[config.mk]
export PLATFORM = sky130hd
export DESIGN_NAME = signed_integer_to_radix_digits_core
export DESIGN_NICKNAME = d
export VERILOG_FILES = /design/src/sid_pkg.sv /design/src/sid_div.sv /design/src/signed_integer_to_radix_digits_core.sv
export SDC_FILE = /design/constraint.sdc
export NUM_CORES = 1
export LEC_CHECK = 0
export ABC_AREA = 0
export BUFFER_PORTS_ARGS = -buffer_cell sky130_fd_sc_hd__buf_2
export CELL_PAD_IN_SITES_DETAIL_PLACEMENT = 0
export CELL_PAD_IN_SITES_GLOBAL_PLACEMENT = 1
export CORE_UTILIZATION = 30
export CTS_CLUSTER_SIZE = 28
export DETAILED_ROUTE_END_ITERATION = 10
export GPL_TIMING_DRIVEN = 0
export PLACE_DENSITY_LB_ADDON = 0.15
export RECOVER_POWER = 100
export SYNTH_ARGS = -nofsm -noshare
export SYNTH_HDL_FRONTEND = slang
export SYNTH_SLANG_ARGS = --single-unit
[constraint.sdc]
create_clock -name clk -period 5.6 [get_ports clk]
set_input_delay 0.28 -clock clk [delete_from_list [all_inputs] [get_ports clk]]
set_output_delay 0.28 -clock clk [all_outputs]
set_load 0.01 [all_outputs]
[src/sid_pkg.sv]
// Shared constants for the signed integer to radix digits block.
// Field widths, symbol codes, register indexes and parameter defaults.
// No dependencies.
package sid_pkg;

  localparam int VALUE_W  = 32;
  localparam int RADIX_W  = 5;
  localparam int SYMBOL_W = 8;
  localparam int TABLE_W  = 64;
  localparam int TABLE_N  = 16;
  localparam int CFG_IDX_W = 2;

  localparam int MAX_SYMBOLS_DEF = 16;
  localparam int DIGIT_SLOTS_DEF = 32;

  localparam logic [SYMBOL_W-1:0] SYM_MINUS = 8'h2D;
  localparam logic [SYMBOL_W-1:0] SYM_PLUS  = 8'h2B;

  localparam logic [CFG_IDX_W-1:0] CFG_RADIX        = 2'd0;
  localparam logic [CFG_IDX_W-1:0] CFG_SYMBOLS_LOW  = 2'd1;
  localparam logic [CFG_IDX_W-1:0] CFG_SYMBOLS_HIGH = 2'd2;

  localparam logic [RADIX_W-1:0] RADIX_RESET = 5'd10;
  localparam logic [TABLE_W-1:0] SYMBOLS_LOW_RESET  = 64'h3736353433323130;
  localparam logic [TABLE_W-1:0] SYMBOLS_HIGH_RESET = 64'h4645444342413938;

  typedef struct packed {
    logic done;
    logic [VALUE_W-1:0] quotient;
    logic [RADIX_W-1:0] remainder;
  } div_result_t;

endpackage

[src/sid_div.sv]
// Bit-serial restoring divider: one quotient bit per cycle.
// Divides a 32-bit magnitude by the radix; uses sid_pkg.
module sid_div (
  input  logic                          clk,
  input  logic                          rst,
  input  logic                          start,
  input  logic [sid_pkg::VALUE_W-1:0]   dividend,
  input  logic [sid_pkg::RADIX_W-1:0]   divisor,
  output sid_pkg::div_result_t          result
);
  import sid_pkg::*;

  localparam int STEP_W = $clog2(VALUE_W);

  logic               busy;
  logic               done;
  logic [STEP_W-1:0]  step;
  logic [VALUE_W-1:0] quo;
  logic [RADIX_W-1:0] rem;

  logic [RADIX_W-1:0] trial;
  logic               fits;

  // remainder stays below the divisor, so shifting one bit in fits RADIX_W bits
  always_comb begin
    trial = {rem[RADIX_W-2:0], quo[VALUE_W-1]};
    fits  = (trial >= divisor);
  end

  always_ff @(posedge clk) begin
    if (rst) begin
      busy <= 1'b0;
      done <= 1'b0;
      step <= '0;
    end else begin
      done <= !start && busy && (step == STEP_W'(VALUE_W - 1));
      if (start) begin
        busy <= 1'b1;
        step <= '0;
      end else if (busy) begin
        step <= step + 1'b1;
        if (step == STEP_W'(VALUE_W - 1)) begin
          busy <= 1'b0;
        end
      end
    end
  end

  always_ff @(posedge clk) begin
    if (start) begin
      quo <= dividend;
      rem <= '0;
    end else if (busy) begin
      quo <= {quo[VALUE_W-2:0], fits};
      rem <= fits ? (trial - divisor) : trial;
    end
  end

  assign result.done      = done;
  assign result.quotient  = quo;
  assign result.remainder = rem;

endmodule

[src/signed_integer_to_radix_digits_core.sv]
// Top level: converts a signed 32-bit value to text in a configurable radix.
// Uses sid_pkg and sid_div.
//
//  channel | dir | fields
//  s_*     | in  | tdata = value (32, signed)
//  m_*     | out | tdata = character (8), tlast = last
//  cfg_*   | in  | index 0 radix, 1 symbols_low, 2 symbols_high
//
// One item at a time: the value is accepted, the symbol table is checked row by
// row, each digit comes from the bit-serial divider, then a minus sign goes out
// for a negative value and each digit character is read from the digit memory
// and then loaded.
// Synchronous reset clears control state; the digit memory is not cleared.
// A stalled output holds the current character and pauses the emission.
module signed_integer_to_radix_digits_core #(
  parameter int MAX_SYMBOLS = sid_pkg::MAX_SYMBOLS_DEF,
  parameter int DIGIT_SLOTS = sid_pkg::DIGIT_SLOTS_DEF
) (
  input  logic                               clk,
  input  logic                               rst,
  input  logic                               s_tvalid,
  output logic                               s_tready,
  input  logic signed [sid_pkg::VALUE_W-1:0] s_tdata,   // [31:0] value
  output logic                               m_tvalid,
  input  logic                               m_tready,
  output logic [sid_pkg::SYMBOL_W-1:0]       m_tdata,   // [7:0] character
  output logic                               m_tlast,   // last
  input  logic                               cfg_we,
  input  logic [sid_pkg::CFG_IDX_W-1:0]      cfg_index,
  input  logic [sid_pkg::TABLE_W-1:0]        cfg_data
);
  import sid_pkg::*;

  localparam int CNT_W  = $clog2(DIGIT_SLOTS + 1);
  localparam int ADDR_W = $clog2(DIGIT_SLOTS);

  localparam logic [2:0] ST_IDLE  = 3'd0;
  localparam logic [2:0] ST_CHECK = 3'd1;
  localparam logic [2:0] ST_DIV   = 3'd2;
  localparam logic [2:0] ST_SIGN  = 3'd3;
  localparam logic [2:0] ST_READ  = 3'd4;
  localparam logic [2:0] ST_EMIT  = 3'd5;

  logic [RADIX_W-1:0]  radix;
  logic [TABLE_W-1:0]  symbols_low;
  logic [TABLE_W-1:0]  symbols_high;

  logic [2:0]          state;
  logic [2:0]          state_next;
  logic                neg;
  logic [VALUE_W-1:0]  mag;
  logic [3:0]          row;
  logic [CNT_W-1:0]    digit_count;
  logic [CNT_W-1:0]    pos;

  logic [3:0]          digit_store [DIGIT_SLOTS];
  logic [3:0]          rd_data;

  div_result_t         div_res;
  logic                div_start;
  logic [VALUE_W-1:0]  div_dividend;

  logic                in_accept;
  logic                radix_ok;
  logic                row_bad;
  logic                row_last;
  logic                out_free;
  logic                more_digits;
  logic [CNT_W-1:0]    count_inc;

  function automatic logic [SYMBOL_W-1:0] symbol_at(input logic [TABLE_W-1:0] lo,
                                                    input logic [TABLE_W-1:0] hi,
                                                    input logic [3:0] k);
    logic [2*TABLE_W-1:0] tbl;
    tbl = {hi, lo};
    return tbl[{k, 3'b000} +: SYMBOL_W];
  endfunction

  always_ff @(posedge clk) begin
    if (rst) begin
      radix        <= RADIX_RESET;
      symbols_low  <= SYMBOLS_LOW_RESET;
      symbols_high <= SYMBOLS_HIGH_RESET;
    end else if (cfg_we) begin
      case (cfg_index)
        CFG_RADIX:        radix        <= cfg_data[RADIX_W-1:0];
        CFG_SYMBOLS_LOW:  symbols_low  <= cfg_data;
        CFG_SYMBOLS_HIGH: symbols_high <= cfg_data;
        default: ;
      endcase
    end
  end

  assign s_tready  = (state == ST_IDLE);
  assign in_accept = s_tvalid && s_tready;
  assign radix_ok  = (radix >= RADIX_W'(2)) && (radix <= RADIX_W'(MAX_SYMBOLS));
  assign out_free  = !m_tvalid || m_tready;
  assign row_last  = (row == 4'(radix - 1'b1));
  assign count_inc = digit_count + 1'b1;
  assign more_digits = (div_res.quotient != '0) && (count_inc < CNT_W'(DIGIT_SLOTS));

  // one table row a cycle: symbol row against sign codes and every later symbol in use
  always_comb begin
    logic [SYMBOL_W-1:0] s;
    s = symbol_at(symbols_low, symbols_high, row);
    row_bad = (s == SYM_MINUS) || (s == SYM_PLUS);
    for (int b = 0; b < TABLE_N; b++) begin
      if ((5'(b) > {1'b0, row}) && (5'(b) < radix) &&
          (symbol_at(symbols_low, symbols_high, 4'(b)) == s)) begin
        row_bad = 1'b1;
      end
    end
  end

  always_comb begin
    div_start    = 1'b0;
    div_dividend = mag;
    if (state == ST_CHECK && !row_bad && row_last) begin
      div_start = 1'b1;
    end else if (state == ST_DIV && div_res.done && more_digits) begin
      div_start    = 1'b1;
      div_dividend = div_res.quotient;
    end
  end

  always_comb begin
    state_next = state;
    case (state)
      ST_IDLE:  if (in_accept && radix_ok) state_next = ST_CHECK;
      ST_CHECK: begin
        if (row_bad) state_next = ST_IDLE;
        else if (row_last) state_next = ST_DIV;
      end
      ST_DIV:   if (div_res.done && !more_digits) state_next = neg ? ST_SIGN : ST_READ;
      ST_SIGN:  if (out_free) state_next = ST_READ;
      ST_READ:  state_next = ST_EMIT;
      ST_EMIT:  if (out_free) state_next = (pos == CNT_W'(1)) ? ST_IDLE : ST_READ;
      default:  state_next = ST_IDLE;
    endcase
  end

  always_ff @(posedge clk) begin
    if (rst) begin
      state       <= ST_IDLE;
      digit_count <= '0;
      pos         <= '0;
      row         <= '0;
      m_tvalid    <= 1'b0;
    end else begin
      state <= state_next;
      if (((state == ST_SIGN) || (state == ST_EMIT)) && out_free) begin
        m_tvalid <= 1'b1;
      end else if (m_tready) begin
        m_tvalid <= 1'b0;
      end
      case (state)
        ST_IDLE: begin
          row <= '0;
          if (in_accept) digit_count <= '0;
        end
        ST_CHECK: begin
          row <= row + 1'b1;
          if (row_bad) digit_count <= '0;
        end
        ST_DIV: begin
          if (div_res.done) begin
            digit_count <= count_inc;
            pos         <= count_inc;
          end
        end
        ST_EMIT: begin
          if (out_free) begin
            pos <= pos - 1'b1;
          end
        end
        default: ;
      endcase
    end
  end

  // payload: sign flag, magnitude, the output character and its last flag
  always_ff @(posedge clk) begin
    if (in_accept) begin
      neg <= s_tdata[VALUE_W-1];
      mag <= s_tdata[VALUE_W-1] ? (VALUE_W'(0) - VALUE_W'(s_tdata)) : VALUE_W'(s_tdata);
    end
    if (state == ST_SIGN && out_free) begin
      m_tdata <= SYM_MINUS;
      m_tlast <= 1'b0;
    end else if (state == ST_EMIT && out_free) begin
      m_tdata <= symbol_at(symbols_low, symbols_high, rd_data);
      m_tlast <= (pos == CNT_W'(1));
    end
  end

  always_ff @(posedge clk) begin
    if (state == ST_DIV && div_res.done) begin
      digit_store[digit_count[ADDR_W-1:0]] <= div_res.remainder[3:0];
    end
    rd_data <= digit_store[ADDR_W'(pos - 1'b1)];
  end

  sid_div u_div (
    .clk      (clk),
    .rst      (rst),
    .start    (div_start),
    .dividend (div_dividend),
    .divisor  (radix),
    .result   (div_res)
  );

endmodule

# [After elaboration in Yosys (flattened, before gate mapping)]
# Memories as Yosys holds them, arrays and structs flattened. A register that Yosys moved wholly into a read port is not among the register bits.
# Index checks and enable logic that the tools add are counted.
[classes] add_sub_neg=7 bitwise=0 eq_ne=36 div=0 n_shift=2 n_mul=0 n_reduce_logical=67 n_lt_le_gt_ge=34 n_mux=46
[ops] op="$shiftx A128 B8 Y8" count=2
[ops] op="$mux W32" count=4
[ops] op="$eq A8 B8 Y1" count=15
[ops] op="$logic_and A1 B1 Y1" count=44
[ops] op="$lt A4 B5 Y1 const A" count=8
[ops] op="$gt A4 B4 Y1 const A" count=8
[ops] op="$reduce_bool A32 Y1" count=1
[ops] op="$sub A1 B32 Y32 const A" count=1
[ops] op="$mux W31" count=1
[ops] op="$mux W1" count=24
[ops] op="$mux W3" count=8
[ops] op="$mux W6" count=4
[ops] op="$lt A3 B5 Y1 const A" count=4
[ops] op="$pmux W3 S6" count=1
[ops] op="$pmux W6 S3" count=1
[ops] op="$eq A8 B6 Y1 const B" count=2
[ops] op="$gt A3 B4 Y1 const A" count=4
[ops] op="$pmux W6 S2" count=1
[ops] op="$lt A2 B5 Y1 const A" count=2
[ops] op="$gt A2 B4 Y1 const A" count=2
[ops] op="$ne A2 B1 Y1 const B" count=4
[ops] op="$pmux W4 S2" count=1
[ops] op="$reduce_and A2 Y1" count=4
[ops] op="$reduce_bool A2 Y1" count=4
[ops] op="32 further kinds" count=42
[word_totals] inputBits=103 n_memories=1 reg_bits=238 ram_bits=128 latchBits=0 mem_bits_ro=0
[mem_list] name="digit_store" depth=32 word_bits=4 read_ports=1 rd_clocked_by_memory_dff=1 write_ports=1 line="signed_integer_to_radix_digits_core.sv:56" rtl="logic [3:0] digit_store [DIGIT_SLOTS];"

# [Depth between registers and ports, before layout]
[logic_depth] ltp_word=25 depth_mapped=17 depth_no_buf=12

# [Hierarchy]
# Synthesis repeated with hierarchy kept, for this count alone.
[hier_totals] hier_cells=1774 area_unflattened_um2=19861.5
[modules_own_cells] module="signed_integer_to_radix_digits_core" cells_each=1621 area_each_um2=17773.3 seq_area_each_um2=8157.8 instances=1
[modules_own_cells] module="sid_div" cells_each=153 area_each_um2=2088.3 seq_area_each_um2=1201.2 instances=1

# [Worst setup path after synthesis]
# OpenSTA, ideal clock, no wires.
[synth_path] path_kind="flip-flop to flip-flop" from="reg row[0]" to="reg u_div.quo[0], enable pin" arrival_ns=4.021 synth_period_minus_slack_ns=4.679 t_required_ns=4.942 stages_incl_launch_ff=16 path_slack_ns=0.921 setup_time_ns=0.658 n_path_buf=6 cell_sequence="dfxtp_1 buf_2 buf_4 buf_6 buf_2 mux4_2 nand3_1 nand3_2 buf_2 xor2_1 nor4_1 nand4_1 and4_1 clkbuf_1 nand3_1 o21ai_0"
[synth_via] elab_chain_len=24 word_cells_on_any_way=87 classes_between="15 x order compare; 19 x eq/ne; 1 x shift; 16 x mux; 36 x reduce/logical"
[synth_rtl] item="from (decl)" line="signed_integer_to_radix_digits_core.sv:52" rtl="logic [3:0] row;"
[synth_rtl] item="from (signal assigned)" line="signed_integer_to_radix_digits_core.sv:162" rtl="row <= row + 1'b1;"
[synth_rtl] item="$shiftx A128 B8 Y8 or $gt A1 B4 Y1 (tied branches)" line="signed_integer_to_radix_digits_core.sv:76, signed_integer_to_radix_digits_core.sv:108"
[synth_rtl] item="$eq A8 B6 Y1 (tied with other cells)" line="signed_integer_to_radix_digits_core.sv:106" rtl="row_bad = (s == SYM_MINUS) || (s == SYM_PLUS);"
[synth_rtl] item="$logic_or A1 B1 Y1 or $logic_and A1 B1 Y1 (tied branches)" line="signed_integer_to_radix_digits_core.sv:106, signed_integer_to_radix_digits_core.sv:108"
[synth_rtl] item="$mux W1 (15 in a row)" line="signed_integer_to_radix_digits_core.sv:108" rtl="if ((5'(b) > {1'b0, row}) && (5'(b) < radix) &&"
[synth_rtl] item="$logic_not A1 Y1" line="signed_integer_to_radix_digits_core.sv:118" rtl="if (state == ST_CHECK && !row_bad && row_last) begin"
[synth_rtl] item="$logic_and A1 B1 Y1" line="signed_integer_to_radix_digits_core.sv:118"
[synth_rtl] item="$logic_and A1 B1 Y1 *" line="signed_integer_to_radix_digits_core.sv:118"
[synth_rtl] item="$mux W1" line="signed_integer_to_radix_digits_core.sv:118"
[synth_rtl] item="$ne A3 B3 Y1 (no source line) or $reduce_bool A2 Y1 (tied branches)"
[synth_rtl] item="$reduce_and A2 Y1 (no source line) *"
[synth_rtl] item="to (signal assigned)" line="sid_div.sv:51" rtl="quo <= dividend;"
[synth_rtl] item="to (signal assigned)" line="sid_div.sv:54" rtl="quo <= {quo[VALUE_W-2:0], fits};"
[synth_rtl] item="to (decl)" line="sid_div.sv:18" rtl="logic [VALUE_W-1:0] quo;"
# Mark *: on every way between the ends. The rest lies on a longest branch, timed or not.
# A chain may end at the register's enable or synchronous reset.

# [Worst setup path after layout]
[layout_path] from="reg row[1]" to="reg u_div.quo[18] (data pin)"
[layout_via] elab_chain_len=23 word_cells_on_any_way=86 classes_between="15 x order compare; 18 x eq/ne; 1 x shift; 18 x mux; 34 x reduce/logical"
[layout_rtl] item="$shiftx A128 B8 Y8 or $gt A1 B4 Y1 (tied branches)" line="signed_integer_to_radix_digits_core.sv:76, signed_integer_to_radix_digits_core.sv:108"
[layout_rtl] item="$eq A8 B6 Y1 (tied with other cells)" line="signed_integer_to_radix_digits_core.sv:106"
[layout_rtl] item="$logic_or A1 B1 Y1 or $logic_and A1 B1 Y1 (tied branches)" line="signed_integer_to_radix_digits_core.sv:106, signed_integer_to_radix_digits_core.sv:108"
[layout_rtl] item="$mux W1 (15 in a row)" line="signed_integer_to_radix_digits_core.sv:108"
[layout_rtl] item="$logic_not A1 Y1" line="signed_integer_to_radix_digits_core.sv:118"
[layout_rtl] item="$logic_and A1 B1 Y1" line="signed_integer_to_radix_digits_core.sv:118"
[layout_rtl] item="$logic_and A1 B1 Y1 *" line="signed_integer_to_radix_digits_core.sv:118"
[layout_rtl] item="$mux W32 or $mux W1 (tied branches)" line="signed_integer_to_radix_digits_core.sv:118"
[layout_rtl] item="$mux W32 *" line="sid_div.sv:50" rtl="if (start) begin"
# Marks and branches as above.

==> flow_summary.json <==
{
  "status": "finished, violations left",
  "failed_checks": "max-capacitance violations, max-slew violations",
  "synth_top_area_share_pct": 29.8,
  "hold_viol": 0,
  "grt_pass1_vias": 15100,
  "yosys_warnings": 0,
  "grt_max_degree": 36,
  "muxShareOfSynthArea_pct": 16.0,
  "power_frac_seq_pct": 39.2,
  "post-route-period-util_pct": 98.6,
  "yosys.area.top_type": "edfxtp_1",
  "fmaxAchievable_mhz": 181,
  "wl_um": 71600,
  "hold_path_class": "input port to flip-flop",
  "final_cell_mix": "nand2_1 (331), edfxtp_1 (193), dfxtp_1 (177)",
  "placedCellCount": 2745,
  "swShare_pct": 33.6,
  "synthAdderAreaFrac_pct": 1.33,
  "cts.sinks": 370,
  "root_buffer": "clkbuf_16",
  "dr.pass1.iters": 6,
  "cts_buffers": 43,
  "powerDensity_mw_per_mm2": 383,
  "num_vias": 15400,
  "core_sq_mm": 0.0635,
  "rsz0062_at_grt": "no",
  "synth_top_family_by_area": "simple AND/OR/NAND/NOR gates",
  "busiest_layer": "met1",
  "period_minus_slack_ns": 5.52,
  "syn_avg_cell_area_sq_um": 10.9,
  "ir_drop_mv": 0.205,
  "synth-edff-count": 193,
  "initial_core_util_pct": 30.6,
  "drcViolationCount": 0,
  "start_kind": "flip-flop",
  "grt_overflow_total": 0,
  "clk_latency_ns": 0.61,
  "grtUsageMet1_pct": 31.4,
  "final_util_pct": 36.7,
  "grtUsageTotal_pct": 21.5,
  "drt-initial-drc-count": 1369,
  "final_common_cell": "nand2_1",
  "synth_compound_area_share_pct": 9.04,
  "syn-instance-count": 1785,
  "cts_tree": "built",
  "place.gp.congestion": 0.954,
  "p_leak_nw": 7.98,
  "cp_max_fo": 10,
  "drive_gt1_share_pct": 14.4,
  "dp_slack_ns": 0.125,
  "ys_types": 74,
  "synthToLayoutAreaGrowth_pct": 19.8,
  "n_fill_cell": 6414,
  "wl_per_cell_um": 24.6,
  "report.final.setup_viol": 0,
  "ios": 114,
  "ys_ff_latch": 370,
  "p_comb_share_pct": 28.1,
  "critPathCaptureType": "flip-flop",
  "synth.yosys.seq_area_share_pct": 48.0,
  "final_nets": 2150,
  "slew_headroom_pct": -49.4,
  "syn_nets": 1908,
  "met2_usage_pct": 31.0,
  "worstPathRequired_ns": 5.92,
  "ant_nets": 0,
  "ys.flop_type": "edfxtp_1",
  "p_sw_mw": 2.99,
  "fin_cells": 2907,
  "h-tree-depth": 2,
  "finClkSkew_ns": 0.0360,
  "synth-xor-area-share_pct": 6.66,
  "rows": 92,
  "p_clk_share_pct": 32.6,
  "fp.dieArea_sq_mm": 0.0659,
  "finalSetupTns_ns": 0,
  "setup_ws_ns": 0.0793,
  "crit_type": "flip-flop to flip-flop",
  "synthSimpleGateAreaFrac_pct": 16.1,
  "io_buffer_count": 113,
  "gr-usage-met3_pct": 5.17,
  "cts_buffer_depth": 3,
  "yosys-top-cells-area": "edfxtp_1 (30%), dfxtp_1 (18%), mux4_2 (11%), nand2_1 (6.4%), xnor2_1 (3.9%)",
  "die_h_um": 257,
  "die_x_um": 257,
  "viasPerCell": 5.29,
  "crit_arrival_ns": 5.84,
  "syn_area_sq_mm": 0.0194,
  "dp_hpwl_um": 54100,
  "finalMaxSlewViolations": 34,
  "grt_pass1_wl_um": 104000,
  "clk_pin_slew_ns": 0.06,
  "worst_pin_slew_ns": 2.24,
  "p_int_mw": 5.92,
  "antenna_found_initial": 3,
  "maxCapViolations": 1,
  "synthArstFlopShare_pct": 0
}
==> cells by family (layout without fill, tap and decap cells) <==
group                      after synthesis  count (layout)
muxes                                  184             184
DFF                                    370             370
adders and majority gates               20              20
buffers and inverters                  134             408
AOI/OAI and AO/OA                      275             275
xor gates and xnor gates               148             148
and+or+nand+nor                        654             654
other                                    0               2
==> final cells by class <==
cell class | instances | area (sq um) | area share (%)
clock inverter | 17 | 246 | 1.06
timing repair buffer | 197 | 1400 | 6.02
buffer | 110 | 477 | 2.05
sequential | 370 | 9340 | 40.1
antenna | 2 | 5.00 | 0.0215
clock buffer | 60 | 1200 | 5.15
multi-input combinational | 1281 | 9480 | 40.7
tap | 846 | 1060 | 4.54
inverter | 24 | 90.1 | 0.387
==> path summary, 6_finish.rpt <==
path	from	to	slack [ns]	cells past startpoint
worst min register to register	m_tdata[7]	m_tdata[7]	0.45	2
worst max register to register	row[1]	u_div.quo[18]	0.08	14
worst max-delay path	row[1]	u_div.quo[18]	0.08	14
worst min-delay path	s_tdata[4]	mag[4]	0.03	2
==> metrics by stage <==
stage	instance area (sq um)	hold slack (ns)	total power, mW
2_1_floorplan	19400	0.379	5.03
3_3_place_gp	21100	0.447	6.02
3_5_place_dp	21100	0.447	6.03
4_1_cts	23400	0.00269	9.01
5_1_grt	23300	0.0246	9.30
6_report	23300	0.0287	8.92
==> cells in the mapped netlist (all sizes together), types with 6 or more instances <==
master,number
o21ai,43
nor4,20
inv,23
nand3,37
mux4,91
nand2b,13
nand3b,57
dfxtp,177
nor3,24
or4,7
nor2,88
buf,32
a22o,14
o31ai,9
nand4,14
and3,7
or3,18
nor3b,6
edfxtp,193
a31oi,7
mux2i,48
xnor2,86
o2111ai,8
nor2b,12
nand2,333
xor2,62
clkbuf,78
a22oi,12
ha,19
a21boi,6
mux2,45
a21oi,125
o221ai,6
==> layer usage <==
metal	vias to the layer above	wire, um
met5	-	13
met4	2	2130
met3	95	5220
met2	530	29900
met1	7711	34300
li1	7035	-
==> sequential cells by signal (all words and copies together), names as in the netlist <==
| register | cells |
|---|---|
| u_div.quo | 32 |
| symbols_high | 64 |
| radix | 5 |
| rd_data | 4 |
| row | 4 |
| digit_store | 128 |
| symbols_low | 64 |
| u_div.rem | 4 |
| u_div.done | 1 |
| digit_count | 6 |
| mag | 32 |
| m_tlast | 1 |
| u_div.busy | 1 |
| pos | 6 |
| state | 3 |
| m_tdata | 8 |
| u_div.step | 5 |
| m_tvalid | 1 |
| neg | 1 |
==> critical path: stages, from the launching register on <==
cell and delay, ns:
dfxtp_1 0.61, buf_4 0.31, buf_4 0.29, clkbuf_4 0.40
mux2i_1 0.14, a22oi_1 0.38, nand3_1 0.36, nand2_1 0.40
xor2_1 0.23, nor4_1 0.14, a2111o_1 0.47, nor4_4 0.62
a31oi_4 0.30, buf_6 0.23, mux2_1 0.32
==> power by group through the flow <==
stage,clock [mW],combinational [mW],sequential (mW)
2_1_floorplan,0,1.62,3.42
3_3_place_gp,0,2.47,3.55
3_5_place_dp,0,2.46,3.56
4_1_cts,2.99,2.52,3.51
5_1_grt,3.09,2.67,3.54
6_report,2.91,2.51,3.50
==> timing repair <==
action,in CTS,in global routing
buffers inserted,0,0
gates resized for setup,0,2
setup endpoints to repair,0,46
hold endpoints to repair,146,0
hold buffers,83,0
(Power assumes the default switching activity.)
